File: config.mk
export PLATFORM = sky130hd
export DESIGN_NAME = draw_state_delta_encoder_unit_flat
export DESIGN_NICKNAME = d
export VERILOG_FILES = /design/src/dsde_pkg.sv /design/src/dsde_if.sv /design/src/draw_state_delta_encoder_unit.sv /design/src/dsde_front.sv /design/src/dsde_queue.sv /design/src/dsde_back.sv /design/src/flat_wrapper.sv
export VERILOG_INCLUDE_DIRS = /design/src /design/src/src
export SDC_FILE = /design/constraint.sdc
export NUM_CORES = 2
export LEC_CHECK = 0
export BUFFER_PORTS_ARGS = -buffer_cell sky130_fd_sc_hd__buf_4
export CORE_MARGIN = 2
export CORE_UTILIZATION = 44
export DETAILED_ROUTE_END_ITERATION = 6
export SYNTH_ARGS = -nofsm -noshare
export SYNTH_HDL_FRONTEND = slang
export SYNTH_SLANG_ARGS = --single-unit
File: constraint.sdc
create_clock -name clock -period 5.1 [get_ports clock]
set_input_delay 0.51 -clock clock [delete_from_list [all_inputs] [get_ports clock]]
set_output_delay 0.51 -clock clock [all_outputs]
set_load 0.02 [all_outputs]
File: src/draw_state_delta_encoder_unit_defines.svh
// Assertion macros for the draw state delta encoder.
// Included by files that carry concurrent checks; no other dependencies.
`ifndef DRAW_STATE_DELTA_ENCODER_UNIT_DEFINES_SVH
`define DRAW_STATE_DELTA_ENCODER_UNIT_DEFINES_SVH

// Same-cycle implication, disabled during reset.
`define DSDE_ASSERT_NOW(label, clk, rst, ante, cons, msg) \
   label: assert property (@(posedge clk) disable iff (rst) (ante) |-> (cons)) \
      else $error(msg);

// Next-cycle implication, disabled during reset.
`define DSDE_ASSERT_NEXT(label, clk, rst, ante, cons, msg) \
   label: assert property (@(posedge clk) disable iff (rst) (ante) |=> (cons)) \
      else $error(msg);

`endif

File: src/dsde_pkg.sv
// Shared types and constants for the draw state delta encoder.
// No dependencies.
package dsde_pkg;

   // Default slot layout sizes
   localparam int BIND_GROUPS_DEF     = 4;
   localparam int DYN_BIND_GROUPS_DEF = 4;
   localparam int VTX_BUFFERS_DEF     = 8;
   localparam int QUEUE_DEPTH_DEF     = 4;

   // Slot index width in queue entries; covers up to 64 slots
   localparam int SLOT_IDX_W = 6;

   localparam logic [31:0] TRUE32  = 32'd1;
   localparam logic [31:0] FALSE32 = 32'd0;

   typedef enum logic [1:0] {
      OP_SET      = 2'd0,
      OP_DRAW_VTX = 2'd1,
      OP_DRAW_IDX = 2'd2
   } op_type;

   typedef enum logic {
      CMD_UPDATE = 1'b0,
      CMD_EMIT   = 1'b1
   } cmd_type;

   typedef struct packed {
      cmd_type                cmd;
      logic [SLOT_IDX_W-1:0]  idx;
      logic [31:0]            value;
   } q_entry_type;

   typedef struct packed {
      logic empty;
      logic full;
   } q_status_type;

   // Expansion steps of a draw, offset from the slot after the index format slot
   typedef enum logic [2:0] {
      STEP_IDXOFF  = 3'd0,
      STEP_VTXOFF  = 3'd1,
      STEP_INSTOFF = 3'd2,
      STEP_PRIM    = 3'd3,
      STEP_INSTCNT = 3'd4,
      STEP_ISVTX   = 3'd5,
      STEP_EMIT    = 3'd6
   } step_type;

   typedef enum logic {
      FR_IDLE,
      FR_EXPAND
   } fr_state_type;

   typedef enum logic [2:0] {
      BK_IDLE,
      BK_CMP,
      BK_HDR,
      BK_SCAN_RD,
      BK_SCAN_WR
   } bk_state_type;

endpackage

File: src/dsde_if.sv
// Valid/ready channel interfaces for draw items and emitted stream words.
// No dependencies.
interface dsde_req_if;
   logic        valid;
   logic        ready;
   logic [1:0]  op;
   logic [4:0]  slot;
   logic [31:0] value;
   logic [31:0] idx_offset;
   logic [31:0] vtx_offset;
   logic [31:0] inst_offset;
   logic [31:0] prim_count;
   logic [31:0] inst_count;

   modport source (output valid, op, slot, value, idx_offset, vtx_offset, inst_offset,
                   prim_count, inst_count, input ready);
   modport sink (input valid, op, slot, value, idx_offset, vtx_offset, inst_offset,
                 prim_count, inst_count, output ready);
endinterface

interface dsde_rsp_if;
   logic        valid;
   logic        ready;
   logic [31:0] word;
   logic        is_header;
   logic [4:0]  slot_id;
   logic        last;

   modport source (output valid, word, is_header, slot_id, last, input ready);
   modport sink (input valid, word, is_header, slot_id, last, output ready);
endinterface

File: src/draw_state_delta_encoder_unit.sv
// Top level of the draw state delta encoder: front end, command queue, back end.
// Depends on dsde_pkg, dsde_if.sv, dsde_front, dsde_queue, dsde_back and the defines header.
//
//   channel  | dir | handshake          | payload
//   ---------+-----+--------------------+---------------------------------------------
//   req_if   | in  | valid/ready        | op, slot, value, idx/vtx/inst offset, counts
//   rsp_if   | out | valid/ready        | word, is_header, slot_id, last
//
// Set: one handshake to transfer, then a back-end store read, then compare and write.
// Draw: front feeds 5 or 6 slot updates plus an emit command, one per cycle unless the queue
//   is full; back end: read+compare per update, header, read+send per dirty slot (read port).
// Reset is synchronous; slot store valid bits read as zero at once, no clearing pass.
// A stalled rsp_if holds the back end; the queue lets the front keep taking items.
`include "draw_state_delta_encoder_unit_defines.svh"

module draw_state_delta_encoder_unit
   import dsde_pkg::*;
#(
   parameter int BIND_GROUPS     = BIND_GROUPS_DEF,
   parameter int DYN_BIND_GROUPS = DYN_BIND_GROUPS_DEF,
   parameter int VTX_BUFFERS     = VTX_BUFFERS_DEF,
   parameter int QUEUE_DEPTH     = QUEUE_DEPTH_DEF
) (
   input  logic        clock,
   input  logic        reset,
   dsde_req_if.sink    req_if,
   dsde_rsp_if.source  rsp_if
);

   // pipeline, bind groups, dyn bind groups, index buffer, vertex buffers,
   // index format, six draw slots, dynamic offsets
   localparam int NumSlots = 9 + BIND_GROUPS + 2 * DYN_BIND_GROUPS + VTX_BUFFERS;
   localparam int QAddrW   = $clog2(QUEUE_DEPTH);

   logic          push, pop;
   q_entry_type   push_entry, head;
   q_status_type  q_status;
   logic [QAddrW:0] q_level;

   dsde_front #(
      .BIND_GROUPS     (BIND_GROUPS),
      .DYN_BIND_GROUPS (DYN_BIND_GROUPS),
      .VTX_BUFFERS     (VTX_BUFFERS)
   ) u_front (
      .clock      (clock),
      .reset      (reset),
      .req_if     (req_if),
      .q_status   (q_status),
      .push       (push),
      .push_entry (push_entry)
   );

   dsde_queue #(
      .QUEUE_DEPTH (QUEUE_DEPTH)
   ) u_queue (
      .clock      (clock),
      .reset      (reset),
      .push       (push),
      .push_entry (push_entry),
      .pop        (pop),
      .head       (head),
      .status     (q_status),
      .level      (q_level)
   );

   dsde_back #(
      .NUM_SLOTS (NumSlots)
   ) u_back (
      .clock    (clock),
      .reset    (reset),
      .head     (head),
      .q_status (q_status),
      .pop      (pop),
      .rsp_if   (rsp_if)
   );

   // a header marked last means nothing was dirty
   `DSDE_ASSERT_NOW(a_clean_hdr, clock, reset, rsp_if.valid && rsp_if.is_header && rsp_if.last, rsp_if.word == 32'd0, "last header with nonzero mask")
   // value words name an existing slot
   `DSDE_ASSERT_NOW(a_sid_range, clock, reset, rsp_if.valid && !rsp_if.is_header, 32'(rsp_if.slot_id) < 32'(NumSlots), "slot id out of range")
   // queue never overfills
   `DSDE_ASSERT_NOW(a_q_level, clock, reset, 1'b1, 32'(q_level) <= 32'(QUEUE_DEPTH), "queue level above depth")
   // an accepted draw blocks the front on the next cycle while it expands
   `DSDE_ASSERT_NEXT(a_draw_busy, clock, reset, req_if.valid && req_if.ready && (req_if.op == OP_DRAW_VTX || req_if.op == OP_DRAW_IDX), !req_if.ready, "front ready during draw expansion")

endmodule

File: src/dsde_front.sv
// Front end: accepts items, drops ignored ones, expands draws into slot updates.
// Depends on dsde_pkg and dsde_req_if.
module dsde_front
   import dsde_pkg::*;
#(
   parameter int BIND_GROUPS     = BIND_GROUPS_DEF,
   parameter int DYN_BIND_GROUPS = DYN_BIND_GROUPS_DEF,
   parameter int VTX_BUFFERS     = VTX_BUFFERS_DEF
) (
   input  logic          clock,
   input  logic          reset,
   dsde_req_if.sink      req_if,
   input  q_status_type  q_status,
   output logic          push,
   output q_entry_type   push_entry
);

   localparam int IdxFmt   = 2 + BIND_GROUPS + DYN_BIND_GROUPS + VTX_BUFFERS;
   localparam int NumSlots = IdxFmt + 7 + DYN_BIND_GROUPS;

   fr_state_type state_ff, state_in;
   step_type     step_ff, step_in;
   logic         is_vtx_ff;
   logic [31:0]  idx_off_ff, vtx_off_ff, inst_off_ff, prim_ff, inst_cnt_ff;
   logic         accept, is_draw, set_ok;

   assign req_if.ready = (state_ff == FR_IDLE) && !q_status.full;
   assign accept       = req_if.valid && req_if.ready;
   assign is_draw      = (req_if.op == OP_DRAW_VTX) || (req_if.op == OP_DRAW_IDX);
   assign set_ok       = (req_if.op == OP_SET) && (32'(req_if.slot) < 32'(NumSlots));

   // next state
   always_comb begin
      state_in = state_ff;
      case (state_ff)
         FR_IDLE: begin
            if (accept && is_draw) state_in = FR_EXPAND;
         end
         FR_EXPAND: begin
            if (!q_status.full && step_ff == STEP_EMIT) state_in = FR_IDLE;
         end
         default: state_in = FR_IDLE;
      endcase
   end

   // outputs
   always_comb begin
      push       = 1'b0;
      push_entry = '{cmd: CMD_UPDATE, idx: '0, value: '0};
      step_in    = step_ff;
      case (state_ff)
         FR_IDLE: begin
            push             = accept && set_ok;
            push_entry.idx   = SLOT_IDX_W'(req_if.slot);
            push_entry.value = req_if.value;
            if (req_if.op == OP_DRAW_IDX) step_in = STEP_IDXOFF;
            else                          step_in = STEP_VTXOFF;
         end
         FR_EXPAND: begin
            push           = !q_status.full;
            push_entry.cmd = (step_ff == STEP_EMIT) ? CMD_EMIT : CMD_UPDATE;
            push_entry.idx = SLOT_IDX_W'(IdxFmt + 1) + SLOT_IDX_W'(step_ff);
            case (step_ff)
               STEP_IDXOFF:  push_entry.value = idx_off_ff;
               STEP_VTXOFF:  push_entry.value = vtx_off_ff;
               STEP_INSTOFF: push_entry.value = inst_off_ff;
               STEP_PRIM:    push_entry.value = prim_ff;
               STEP_INSTCNT: push_entry.value = inst_cnt_ff;
               STEP_ISVTX:   push_entry.value = is_vtx_ff ? TRUE32 : FALSE32;
               default:      push_entry.value = '0;
            endcase
            if (!q_status.full) step_in = step_type'(step_ff + 3'd1);
         end
         default: ;
      endcase
   end

   always_ff @(posedge clock) begin
      if (reset) begin
         state_ff <= FR_IDLE;
         step_ff  <= STEP_IDXOFF;
      end else begin
         state_ff <= state_in;
         step_ff  <= step_in;
      end
   end

   // draw payload, captured on transfer
   always_ff @(posedge clock) begin
      if (accept && is_draw) begin
         is_vtx_ff   <= (req_if.op == OP_DRAW_VTX);
         idx_off_ff  <= req_if.idx_offset;
         vtx_off_ff  <= req_if.vtx_offset;
         inst_off_ff <= req_if.inst_offset;
         prim_ff     <= req_if.prim_count;
         inst_cnt_ff <= req_if.inst_count;
      end
   end

endmodule

File: src/dsde_queue.sv
// Command queue between front and back end.
// Depends on dsde_pkg.
module dsde_queue
   import dsde_pkg::*;
#(
   parameter int QUEUE_DEPTH = QUEUE_DEPTH_DEF
) (
   input  logic                           clock,
   input  logic                           reset,
   input  logic                           push,
   input  q_entry_type                    push_entry,
   input  logic                           pop,
   output q_entry_type                    head,
   output q_status_type                   status,
   output logic [$clog2(QUEUE_DEPTH):0]   level
);

   localparam int AddrW = $clog2(QUEUE_DEPTH);

   q_entry_type            entries_ff [QUEUE_DEPTH];
   logic [AddrW-1:0]       wr_ptr_ff, wr_ptr_in, rd_ptr_ff, rd_ptr_in;
   logic [AddrW:0]         count_ff, count_in;
   logic                   do_push, do_pop;

   assign status.empty = (count_ff == '0);
   assign status.full  = (count_ff == (AddrW + 1)'(QUEUE_DEPTH));
   assign do_push      = push && !status.full;
   assign do_pop       = pop && !status.empty;
   assign head         = entries_ff[rd_ptr_ff];
   assign level        = count_ff;

   always_comb begin
      wr_ptr_in = wr_ptr_ff;
      rd_ptr_in = rd_ptr_ff;
      count_in  = count_ff;
      if (do_push) begin
         wr_ptr_in = (wr_ptr_ff == AddrW'(QUEUE_DEPTH - 1)) ? '0 : wr_ptr_ff + 1'b1;
      end
      if (do_pop) begin
         rd_ptr_in = (rd_ptr_ff == AddrW'(QUEUE_DEPTH - 1)) ? '0 : rd_ptr_ff + 1'b1;
      end
      if (do_push && !do_pop)      count_in = count_ff + 1'b1;
      else if (do_pop && !do_push) count_in = count_ff - 1'b1;
   end

   always_ff @(posedge clock) begin
      if (reset) begin
         wr_ptr_ff <= '0;
         rd_ptr_ff <= '0;
         count_ff  <= '0;
      end else begin
         wr_ptr_ff <= wr_ptr_in;
         rd_ptr_ff <= rd_ptr_in;
         count_ff  <= count_in;
      end
   end

   always_ff @(posedge clock) begin
      if (do_push) entries_ff[wr_ptr_ff] <= push_entry;
   end

endmodule

File: src/dsde_back.sv
// Back end: slot store with compare-and-mark, dirty mask, header and slot emission.
// Depends on dsde_pkg and dsde_rsp_if.
module dsde_back
   import dsde_pkg::*;
#(
   parameter int NUM_SLOTS = 9 + BIND_GROUPS_DEF + 2 * DYN_BIND_GROUPS_DEF + VTX_BUFFERS_DEF
) (
   input  logic          clock,
   input  logic          reset,
   input  q_entry_type   head,
   input  q_status_type  q_status,
   output logic          pop,
   dsde_rsp_if.source    rsp_if
);

   localparam int IdxW = $clog2(NUM_SLOTS);

   bk_state_type state_ff, state_in;

   // slot store: one write port, one registered read port; valid bits give reset zero
   logic [31:0]          slot_mem_ff [NUM_SLOTS];
   logic [NUM_SLOTS-1:0] slot_ok_ff;
   logic [31:0]          rd_raw_ff;
   logic                 rd_ok_ff;
   logic [31:0]          rd_data;
   logic                 rd_en, wr_en;
   logic [IdxW-1:0]      rd_addr;

   logic [IdxW-1:0]      upd_idx_ff;
   logic [31:0]          upd_val_ff;
   logic [NUM_SLOTS-1:0] dirty_ff, dirty_in;
   logic [NUM_SLOTS-1:0] work_ff, work_in;
   logic [IdxW-1:0]      scan_idx_ff, scan_idx_in;
   logic [NUM_SLOTS-1:0] work_neg, work_lsb;
   logic [IdxW-1:0]      lsb_idx;

   logic                 rsp_valid_ff, rsp_valid_in;
   logic [31:0]          rsp_word_ff;
   logic                 rsp_hdr_ff, rsp_last_ff;
   logic [4:0]           rsp_sid_ff;
   logic                 load, load_hdr, load_last, out_free;
   logic [31:0]          load_word;
   logic [4:0]           load_sid;

   assign rd_data  = rd_ok_ff ? rd_raw_ff : 32'd0;
   assign out_free = !rsp_valid_ff || rsp_if.ready;

   // lowest dirty slot still to send
   assign work_neg = ~work_ff + 1'b1;
   assign work_lsb = work_ff & work_neg;
   always_comb begin
      lsb_idx = '0;
      for (int i = 0; i < NUM_SLOTS; i++) begin
         if (work_lsb[i]) lsb_idx = lsb_idx | IdxW'(i);
      end
   end

   // next state
   always_comb begin
      state_in = state_ff;
      case (state_ff)
         BK_IDLE: begin
            if (!q_status.empty) begin
               state_in = (head.cmd == CMD_EMIT) ? BK_HDR : BK_CMP;
            end
         end
         BK_CMP: state_in = BK_IDLE;
         BK_HDR: begin
            if (out_free) state_in = (dirty_ff == '0) ? BK_IDLE : BK_SCAN_RD;
         end
         BK_SCAN_RD: state_in = BK_SCAN_WR;
         BK_SCAN_WR: begin
            if (out_free) state_in = (work_ff == '0) ? BK_IDLE : BK_SCAN_RD;
         end
         default: state_in = BK_IDLE;
      endcase
   end

   // outputs
   always_comb begin
      pop         = 1'b0;
      rd_en       = 1'b0;
      rd_addr     = head.idx[IdxW-1:0];
      wr_en       = 1'b0;
      dirty_in    = dirty_ff;
      work_in     = work_ff;
      scan_idx_in = scan_idx_ff;
      load        = 1'b0;
      load_word   = rd_data;
      load_hdr    = 1'b0;
      load_sid    = 5'(scan_idx_ff);
      load_last   = (work_ff == '0);
      case (state_ff)
         BK_IDLE: begin
            pop   = !q_status.empty;
            rd_en = !q_status.empty && (head.cmd == CMD_UPDATE);
         end
         BK_CMP: begin
            if (rd_data != upd_val_ff) begin
               wr_en                = 1'b1;
               dirty_in[upd_idx_ff] = 1'b1;
            end
         end
         BK_HDR: begin
            load_word = 32'(dirty_ff);
            load_hdr  = 1'b1;
            load_sid  = 5'd0;
            load_last = (dirty_ff == '0);
            if (out_free) begin
               load     = 1'b1;
               work_in  = dirty_ff;
               dirty_in = '0;
            end
         end
         BK_SCAN_RD: begin
            rd_en       = 1'b1;
            rd_addr     = lsb_idx;
            work_in     = work_ff & ~work_lsb;
            scan_idx_in = lsb_idx;
         end
         BK_SCAN_WR: begin
            load = out_free;
         end
         default: ;
      endcase
   end

   always_comb begin
      rsp_valid_in = rsp_valid_ff;
      if (load)              rsp_valid_in = 1'b1;
      else if (rsp_if.ready) rsp_valid_in = 1'b0;
   end

   always_ff @(posedge clock) begin
      if (reset) begin
         state_ff     <= BK_IDLE;
         dirty_ff     <= '0;
         work_ff      <= '0;
         slot_ok_ff   <= '0;
         rsp_valid_ff <= 1'b0;
      end else begin
         state_ff     <= state_in;
         dirty_ff     <= dirty_in;
         work_ff      <= work_in;
         rsp_valid_ff <= rsp_valid_in;
         if (wr_en) slot_ok_ff[upd_idx_ff] <= 1'b1;
      end
   end

   always_ff @(posedge clock) begin
      if (wr_en) slot_mem_ff[upd_idx_ff] <= upd_val_ff;
      if (rd_en) begin
         rd_raw_ff <= slot_mem_ff[rd_addr];
         rd_ok_ff  <= slot_ok_ff[rd_addr];
      end
   end

   always_ff @(posedge clock) begin
      scan_idx_ff <= scan_idx_in;
      if (pop) begin
         upd_idx_ff <= head.idx[IdxW-1:0];
         upd_val_ff <= head.value;
      end
      if (load) begin
         rsp_word_ff <= load_word;
         rsp_hdr_ff  <= load_hdr;
         rsp_sid_ff  <= load_sid;
         rsp_last_ff <= load_last;
      end
   end

   assign rsp_if.valid     = rsp_valid_ff;
   assign rsp_if.word      = rsp_word_ff;
   assign rsp_if.is_header = rsp_hdr_ff;
   assign rsp_if.slot_id   = rsp_sid_ff;
   assign rsp_if.last      = rsp_last_ff;

endmodule
File: src/flat_wrapper.sv
// flat-port wrapper written by rule: the top's interface ports become plain ports
module draw_state_delta_encoder_unit_flat import dsde_pkg::*;
#(
   parameter int BIND_GROUPS     = BIND_GROUPS_DEF,
   parameter int DYN_BIND_GROUPS = DYN_BIND_GROUPS_DEF,
   parameter int VTX_BUFFERS     = VTX_BUFFERS_DEF,
   parameter int QUEUE_DEPTH     = QUEUE_DEPTH_DEF
)
  (clock, reset, req_if_valid, req_if_op, req_if_slot, req_if_value, req_if_idx_offset, req_if_vtx_offset, req_if_inst_offset, req_if_prim_count, req_if_inst_count, req_if_ready, rsp_if_valid, rsp_if_word, rsp_if_is_header, rsp_if_slot_id, rsp_if_last, rsp_if_ready);
  dsde_req_if req_if_i ();
  dsde_rsp_if rsp_if_i ();
  input  logic clock;
  input  logic reset;
  input wire logic [$bits(req_if_i.valid)-1:0] req_if_valid;
  input wire logic [$bits(req_if_i.op)-1:0] req_if_op;
  input wire logic [$bits(req_if_i.slot)-1:0] req_if_slot;
  input wire logic [$bits(req_if_i.value)-1:0] req_if_value;
  input wire logic [$bits(req_if_i.idx_offset)-1:0] req_if_idx_offset;
  input wire logic [$bits(req_if_i.vtx_offset)-1:0] req_if_vtx_offset;
  input wire logic [$bits(req_if_i.inst_offset)-1:0] req_if_inst_offset;
  input wire logic [$bits(req_if_i.prim_count)-1:0] req_if_prim_count;
  input wire logic [$bits(req_if_i.inst_count)-1:0] req_if_inst_count;
  output wire logic [$bits(req_if_i.ready)-1:0] req_if_ready;
  output wire logic [$bits(rsp_if_i.valid)-1:0] rsp_if_valid;
  output wire logic [$bits(rsp_if_i.word)-1:0] rsp_if_word;
  output wire logic [$bits(rsp_if_i.is_header)-1:0] rsp_if_is_header;
  output wire logic [$bits(rsp_if_i.slot_id)-1:0] rsp_if_slot_id;
  output wire logic [$bits(rsp_if_i.last)-1:0] rsp_if_last;
  input wire logic [$bits(rsp_if_i.ready)-1:0] rsp_if_ready;
  assign req_if_i.valid = req_if_valid;
  assign req_if_i.op = req_if_op;
  assign req_if_i.slot = req_if_slot;
  assign req_if_i.value = req_if_value;
  assign req_if_i.idx_offset = req_if_idx_offset;
  assign req_if_i.vtx_offset = req_if_vtx_offset;
  assign req_if_i.inst_offset = req_if_inst_offset;
  assign req_if_i.prim_count = req_if_prim_count;
  assign req_if_i.inst_count = req_if_inst_count;
  assign req_if_ready = req_if_i.ready;
  assign rsp_if_valid = rsp_if_i.valid;
  assign rsp_if_word = rsp_if_i.word;
  assign rsp_if_is_header = rsp_if_i.is_header;
  assign rsp_if_slot_id = rsp_if_i.slot_id;
  assign rsp_if_last = rsp_if_i.last;
  assign rsp_if_i.ready = rsp_if_ready;
  draw_state_delta_encoder_unit #(.BIND_GROUPS(BIND_GROUPS), .DYN_BIND_GROUPS(DYN_BIND_GROUPS), .VTX_BUFFERS(VTX_BUFFERS), .QUEUE_DEPTH(QUEUE_DEPTH)) u_core (.clock(clock), .reset(reset), .req_if(req_if_i), .rsp_if(rsp_if_i));
endmodule
Word level (Yosys, flattened, before mapping)
Memory sizes are Yosys's and may differ from the RTL's. A register that Yosys moved wholly into a read port is not among the register bits.
Index checks and enable logic that the tools add are counted.
{"block": "word_totals", "mem_bits_rw": 1084, "latchBits": 0, "register_bits": 345, "wordCells": 199, "n_memories": 2, "in_bits": 203, "mem_bits_ro": 0}
{"block": "op_classes", "n_shift": 0, "bitwise": 8, "eq_ne": 23, "muxes": 96, "div": 0, "n_reduce_logical": 34, "n_mul": 0, "n_addsub": 7, "n_lt_le_gt_ge": 4}
{"name": "u_core.u_back.slot_mem_ff", "depth": 29, "width": 32, "read_ports": 1, "rd_clocked_by_memory_dff": 1, "write_ports": 1, "line": "dsde_back.sv:21", "source": "logic [31:0] slot_mem_ff [NUM_SLOTS];"}
{"name": "u_core.u_queue.entries_ff", "depth": 4, "width": 39, "read_ports": 1, "rd_clocked_by_memory_dff": 1, "write_ports": 1, "line": "dsde_queue.sv:20", "source": "q_entry_type entries_ff [QUEUE_DEPTH];"}
{"cell": "$mux 29", "n": 9}
{"cell": "$pmux 32 s6", "n": 1}
{"cell": "$pmux 29 s2", "n": 2}
{"cell": "$pmux 38 s2", "n": 1}
{"cell": "$mux 5", "n": 14}
{"cell": "$mux 32", "n": 2}
{"cell": "$and 29x29->29", "n": 2}
{"cell": "$logic_not 29->1", "n": 2}
{"cell": "$not 29->29", "n": 2}
{"cell": "$or 29x29->29", "n": 2}
{"cell": "$mux 3", "n": 16}
{"cell": "$mux 4", "n": 8}
{"cell": "$ne 32x32->1", "n": 1}
{"cell": "$add 29x1->29 const B", "n": 1}
{"cell": "$mux 1", "n": 26}
{"cell": "$mux 2", "n": 9}
{"cell": "$eq 3x3->1 const B", "n": 5}
{"cell": "$eq 3x2->1 const B", "n": 4}
{"cell": "$logic_and 1x1->1", "n": 12}
{"cell": "$lt 5x6->1 const B", "n": 2}
{"cell": "$pmux 3 s4", "n": 1}
{"cell": "$ne 2x2->1 const B", "n": 5}
{"cell": "$reduce_bool 2->1", "n": 5}
{"cell": "$logic_not 3->1", "n": 3}
{"cell": "other kinds (21)", "n": 37}

Logic depth before layout (Yosys ltp)
{"block": "depth", "ltp_word": 34, "depth_mapped": 13, "ltp_nobuf": 10}

Cells and area by module
Synthesis repeated with hierarchy kept, for this count alone.
{"block": "unflattened", "hier_cells": 3829, "hier_area_um2": 58569.9}
{"mod": "dsde_back", "cells_each": 3171, "instances": 1, "seq_area_each_um2": 33111.8, "area_each_um2": 45587.5}
{"mod": "dsde_front", "cells_each": 405, "instances": 1, "seq_area_each_um2": 4914.7, "area_each_um2": 6861.6}
{"mod": "dsde_queue", "cells_each": 253, "instances": 1, "seq_area_each_um2": 4864.7, "area_each_um2": 6120.9}

Worst setup path before layout
Ideal clock, no wire load.
{"block": "synth_timing", "path_kind": "register to register", "start": "register u_core.u_queue.count_ff[0], in the netlist u_core.u_queue.level[0]", "end": "register u_core.u_front.idx_off_ff[0] (enable)", "required_time_ns": 4.587, "stages_incl_launch_ff": 5, "setup_slack_ns": 0.457, "arrival_time_ns": 4.130, "path_cell_list": "dfxtp_1 > nor3b_1 > nor2_1 > nand3_1 > inv_1"}
{"block": "synth_via", "elab_chain_len": 5}
{"element": "start, declared", "line": "dsde_queue.sv:22", "source": "logic [AddrW:0] count_ff, count_in;"}
{"element": "start signal, assigned", "line": "dsde_queue.sv:54", "source": "count_ff <= count_in;"}
{"element": "$eq 3x3->1", "line": "dsde_queue.sv:26", "source": "assign status.full = (count_ff == (AddrW + 1)'(QUEUE_DEPTH));"}
{"element": "$logic_not 1->1"}
{"element": "$logic_and 1x1->1", "line": "dsde_front.sv:27", "source": "assign req_if.ready = (state_ff == FR_IDLE) && !q_status.full;"}
{"element": "named net req_if_ready", "line": "flat_wrapper.sv:23", "source": "output wire logic [$bits(req_if_i.ready)-1:0] req_if_ready;"}
{"element": "$logic_and 1x1->1", "line": "dsde_front.sv:28", "source": "assign accept = req_if.valid && req_if.ready;"}
{"element": "$logic_and 1x1->1", "line": "dsde_front.sv:90", "source": "if (accept && is_draw) begin"}
{"element": "end signal, assigned", "line": "dsde_front.sv:92", "source": "idx_off_ff <= req_if.idx_offset;"}
{"element": "end, declared", "line": "dsde_front.sv:24", "source": "logic [31:0] idx_off_ff, vtx_off_ff, inst_off_ff, prim_ff, inst_cnt_ff;"}
The timed path passes the listed nets, and every way through them passes these cells.
A chain may end at the register's enable or synchronous reset.

Worst setup path in the final report
{"block": "layout_timing", "start": "register u_core.u_back.work_ff[4]", "end": "register u_core.u_back.rd_raw_ff[10] (read register of u_core.u_back.slot_mem_ff) (data pin)"}
{"block": "layout_via", "elab_chain_len": 29}
{"element": "start, declared", "line": "dsde_back.sv:32", "source": "logic [NUM_SLOTS-1:0] work_ff, work_in;"}
{"element": "start signal, assigned", "line": "dsde_back.sv:144", "source": "work_ff <= work_in;"}
{"element": "$not 29->29", "line": "dsde_back.sv:49", "source": "assign work_neg = ~work_ff + 1'b1;"}
{"element": "$add 29x1->29", "line": "dsde_back.sv:49"}
{"element": "$and 29x29->29 (*)", "line": "dsde_back.sv:50", "source": "assign work_lsb = work_ff & work_neg;"}
{"element": "$mux 3 (4 in series)", "line": "dsde_back.sv:54", "source": "if (work_lsb[i]) lsb_idx = lsb_idx | IdxW'(i);"}
{"element": "$mux 4 (8 in series)", "line": "dsde_back.sv:54"}
{"element": "$mux 5 (12 in series)", "line": "dsde_back.sv:54"}
{"element": "$mux 5 (*)", "line": "dsde_back.sv:54"}
{"element": "$mux 5 (*)", "line": "dsde_back.sv:93", "source": "case (state_ff)"}
{"element": "end, declared", "line": "dsde_back.sv:23", "source": "logic [31:0] rd_raw_ff;"}
Mark *: on every way between the ends. The rest lies on a longest branch, timed or not.

==> results.md <==
- Syn nets: 4162
- Max-cap violations: 0
- Count leader, synth: edfxtp_1
- Share of post-route cells with drive strength above 1: 0.1648
- WHS Endpoint: u_core.u_queue.entries_ff[3][36]
- Pwr per Cell Area: 558.4 nW/um^2
- CP max stage delay: 780 ps
- CTS max path bufs: 3
- R2R Setup Slk: 770 ps
- Htree depth: 4
- Post-synth top area cell: edfxtp_1
- GRT overflow: 0
- Fill cells: 10600
- Post-CTS Resized: 0
- DRC viols: 0
- Critical Path RT: 5600 ps
- RSZ-0062 raised after global routing: no
- Synthesis Warnings: 0
- Critical path's top delay family: compound AO/OA/AOI/OAI gates
- Netlist cell types: 84
- Outcome: completed
- CP max stage cell: a32oi_1
- Initial antenna violation count: 3
- Row count: 132
- Peak supply drop: 0.0004016 V
- Setup violation total in the final timing report: 0
- Die height: 364.3 um
- Synthesized cell area: 57120 um^2
- GR Util met1: 0.3423
- Area share of the leading cell type in the synthesized netlist: 0.7124
- Yosys reg bits: 1459
- Violation count after the first detailed-route iteration: 4794
- Met3 usage: 0.04499
- Setup Skew: 29.52 ps
- Worst slew margin: 0.1661
- Pin count of the biggest net entering global routing: 102
- R2R Path End: u_core.u_back.rd_raw_ff[10]
- Synth Flop Type: edfxtp_1
- Critical path capture point type: flop
- Sequential share of the synthesized area: 0.7488
- Clock root buffer master: clkbuf_16
- Setup tns final: 0 ps
- F_max: 0.2311 GHz
- Clock buffer count from CTS: 149
- IO Port Bufs: 243
- LEAKAGE: 22.82 nW
- Hold-critical path depth: 2
- Detailed-route via count: 36820
- First-pass DRT Iterations: 7
- Starting Density: 0.4423
- DP HPWL: 102.0 mm
- Fin crit period: 4327 ps
- GRT Total Usage: 0.2469
- First-pass GRT wire length: 240.1 mm
- Core Area: 129200 um^2
- Period utilization: 0.8484
- CP arrival: 4830 ps
- GRT Max-Usage Layer: met2
- Post-Route WL: 166.4 mm
- Placer Congestion: 0.8922
- Pre-CTS setup slack: 879.9 ps
- Least-Margin Pin Slew: 1248 ps
- Post-synth EDFFs: 1355
- Largest cells by area after synthesis: edfxtp_1 71%, nand2_1 4.9%, dfxtp_1 3.6%
- Min-delay src: req_if_slot[4]
- Final hold violation count: 0
- Final worst slack: 773.2 ps
- Max Slew Vio Count: 0
- Crit Path Class: flop to flop
- Worst reg2reg startpoint: u_core.u_back.work_ff[4]
- Critical Path Start Type: flop
- Nets: 4625
- Post-route ant nets: 0
- CP bufs+invs: 2
- CTS clk-pin slew, worst paths: 60 ps
- GRT met2 Usage: 0.3913
- Clock Latency Late Sink: 790 ps
- CTS tree: yes
- Number of global-route vias before repair: 35380
- Via density: 5.877
- Syn_area_per_cell: 14.49 um^2
- Post-synth top cells: 1355 x edfxtp_1, 748 x nand2_1, 272 x nand3_1, 151 x clkbuf_1, 117 x a21oi_1
- Cell Chain, Critical Path: nor4_1 > buf_4 > and2_1 > a32oi_1 > o21ai_0 > nor2_4 > buf_12 > nand3_1 > a21oi_1 > o211ai_1
- Worst min path class: input pin to flop
- Largest fanout on the critical path: 71
- Layout area overhead: 19.04%
- IO Pins: 244
- Chip Width: 364.3 um
- Reg2reg path depth: 10
- Die Area: 132700 um^2
- Post-synth ARST share: 0
- Wire per inst: 26.55 um
- Cells after Synth: 3943
- CTS sink count: 1459
metrics by stage:
step                      hold slack [ps]  instance area (um^2)  total power (W)    util  cells
after floorplan                     435.2                 57120          0.02246       -   3943
after global placement              444.8                 61780          0.02736  0.4784   5837
after detailed placement            452.8                 61780          0.02749  0.4784   5837
after CTS                           6.868                 67990          0.03793  0.5264   6264
after global routing                50.44                 67990          0.03921  0.5264   6264
final                               62.90                 68000          0.03797  0.5265   6265
power breakdown:
| part | internal [W] | leakage, nW | switching, W |
|---|---|---|---|
| registers | 0.0154 | 13.1 | 0.000949 |
| logic | 0.00320 | 7.43 | 0.00789 |
| clock network | 0.00583 | 2.25 | 0.00464 |
metal layers:
metal / vias up / part of all wire / routed length [um]
li1: 16060 / - / -
met4: 0 / 0.034 / 5708
met2: 1961 / 0.47 / 78260
met3: 303 / 0.086 / 14360
met1: 18500 / 0.41 / 68030
met5: - / 0 / 0
logic make-up after synthesis:
| logic type | share of synthesized area |
|---|---|
| simple gates | 0.1018 |
| mux | 0.03498 |
| buf+inv | 0.02359 |
| xor+xnor | 0.002453 |
| fa+ha+maj | 0.003636 |
| compound gates | 0.08469 |
| flops | 0.7488 |
repair_timing:
item                                    in CTS  in global routing
endpoints found under the setup margin       0                  0
hold buffers                               160                  0
setup buffers                                0                  0
hold endpoints to repair                   160                  0
layout make-up:
cell class                      instances  area, um^2  share of cell area
Inverter                               57       219.0            0.003220
Tap cell                             1742        2180             0.03206
Antenna cell                            1       2.502          0.00003680
Multi-Input combinational cell       2185       13390              0.1969
Clock inverter                         77       684.4             0.01007
Timing Repair Buffer                  554        4822             0.07092
Clock buffer                          190        3923             0.05769
Sequential cell                      1459       42770              0.6291
worst max path at each step:
stage	from	endpoint	slack, ps	depth (start not counted)
6_report	u_core.u_back.work_ff[4]	u_core.u_back.rd_raw_ff[10]	770	10
3_3_place_gp	flop	u_core.u_back.rd_raw_ff[10]	890	9
5_1_grt	u_core.u_back.rd_ok_ff	u_core.u_back.slot_mem_ff[15][28]	610	10
3_5_place_dp	u_core.u_back.upd_val_ff[8]	u_core.u_back.slot_mem_ff[15][24]	880	10
4_1_cts	flop	u_core.u_back.rd_raw_ff[10]	830	9
2_1_floorplan	u_core.u_queue.level[0]	u_core.u_front.idx_off_ff[0]	460	4
worst reg2reg max path, stage by stage, from the launching register on:
cell      delay [ps]
dfxtp_1          400
nor4_1            90
buf_4            160
and2_1           300
a32oi_1          780
o21ai_0          500
nor2_4           300
buf_12           310
nand3_1          360
a21oi_1          630
o211ai_1         220
flip-flops by register name, summed over array words and instances (netlist names), 2 cells and up, named ones only:
signal,count
u_core.u_back.upd_val_ff,32
u_core.u_back.rd_raw_ff,32
u_core.u_front.inst_off_ff,32
u_core.u_back.scan_idx_ff,5
u_core.u_back.upd_idx_ff,5
u_core.u_queue.level,3
u_core.u_front.prim_ff,32
u_core.u_front.vtx_off_ff,32
u_core.u_back.state_ff,3
u_core.u_back.slot_mem_ff,928
u_core.u_queue.rd_ptr_ff,2
u_core.u_back.rsp_if.slot_id,5
u_core.u_back.work_ff,29
u_core.u_front.inst_cnt_ff,32
u_core.u_queue.entries_ff,152
u_core.u_front.idx_off_ff,32
u_core.u_queue.wr_ptr_ff,2
u_core.u_back.rsp_if.word,32
u_core.u_back.slot_ok_ff,29
u_core.u_back.dirty_ff,29
u_core.u_front.step_ff,3
layout by cell type (no fill, tap or decap), drive strengths merged, types with 32 or more instances in the layout:
cell type,n
nor3,41
clkbuf,190
o2111ai,32
a31oi,40
mux4,38
nand4,72
dfxtp,104
nand3,272
dlygate4sd3,160
a222oi,33
nand2,748
o22ai,37
mux2,33
mux2i,77
a21oi,119
inv,66
edfxtp,1355
a32oi,39
o211ai,79
o21ai,109
nor2,89
buf,394
o21a,61
clkinv,59
a22oi,71
Power figures use the tool's default switching activity.
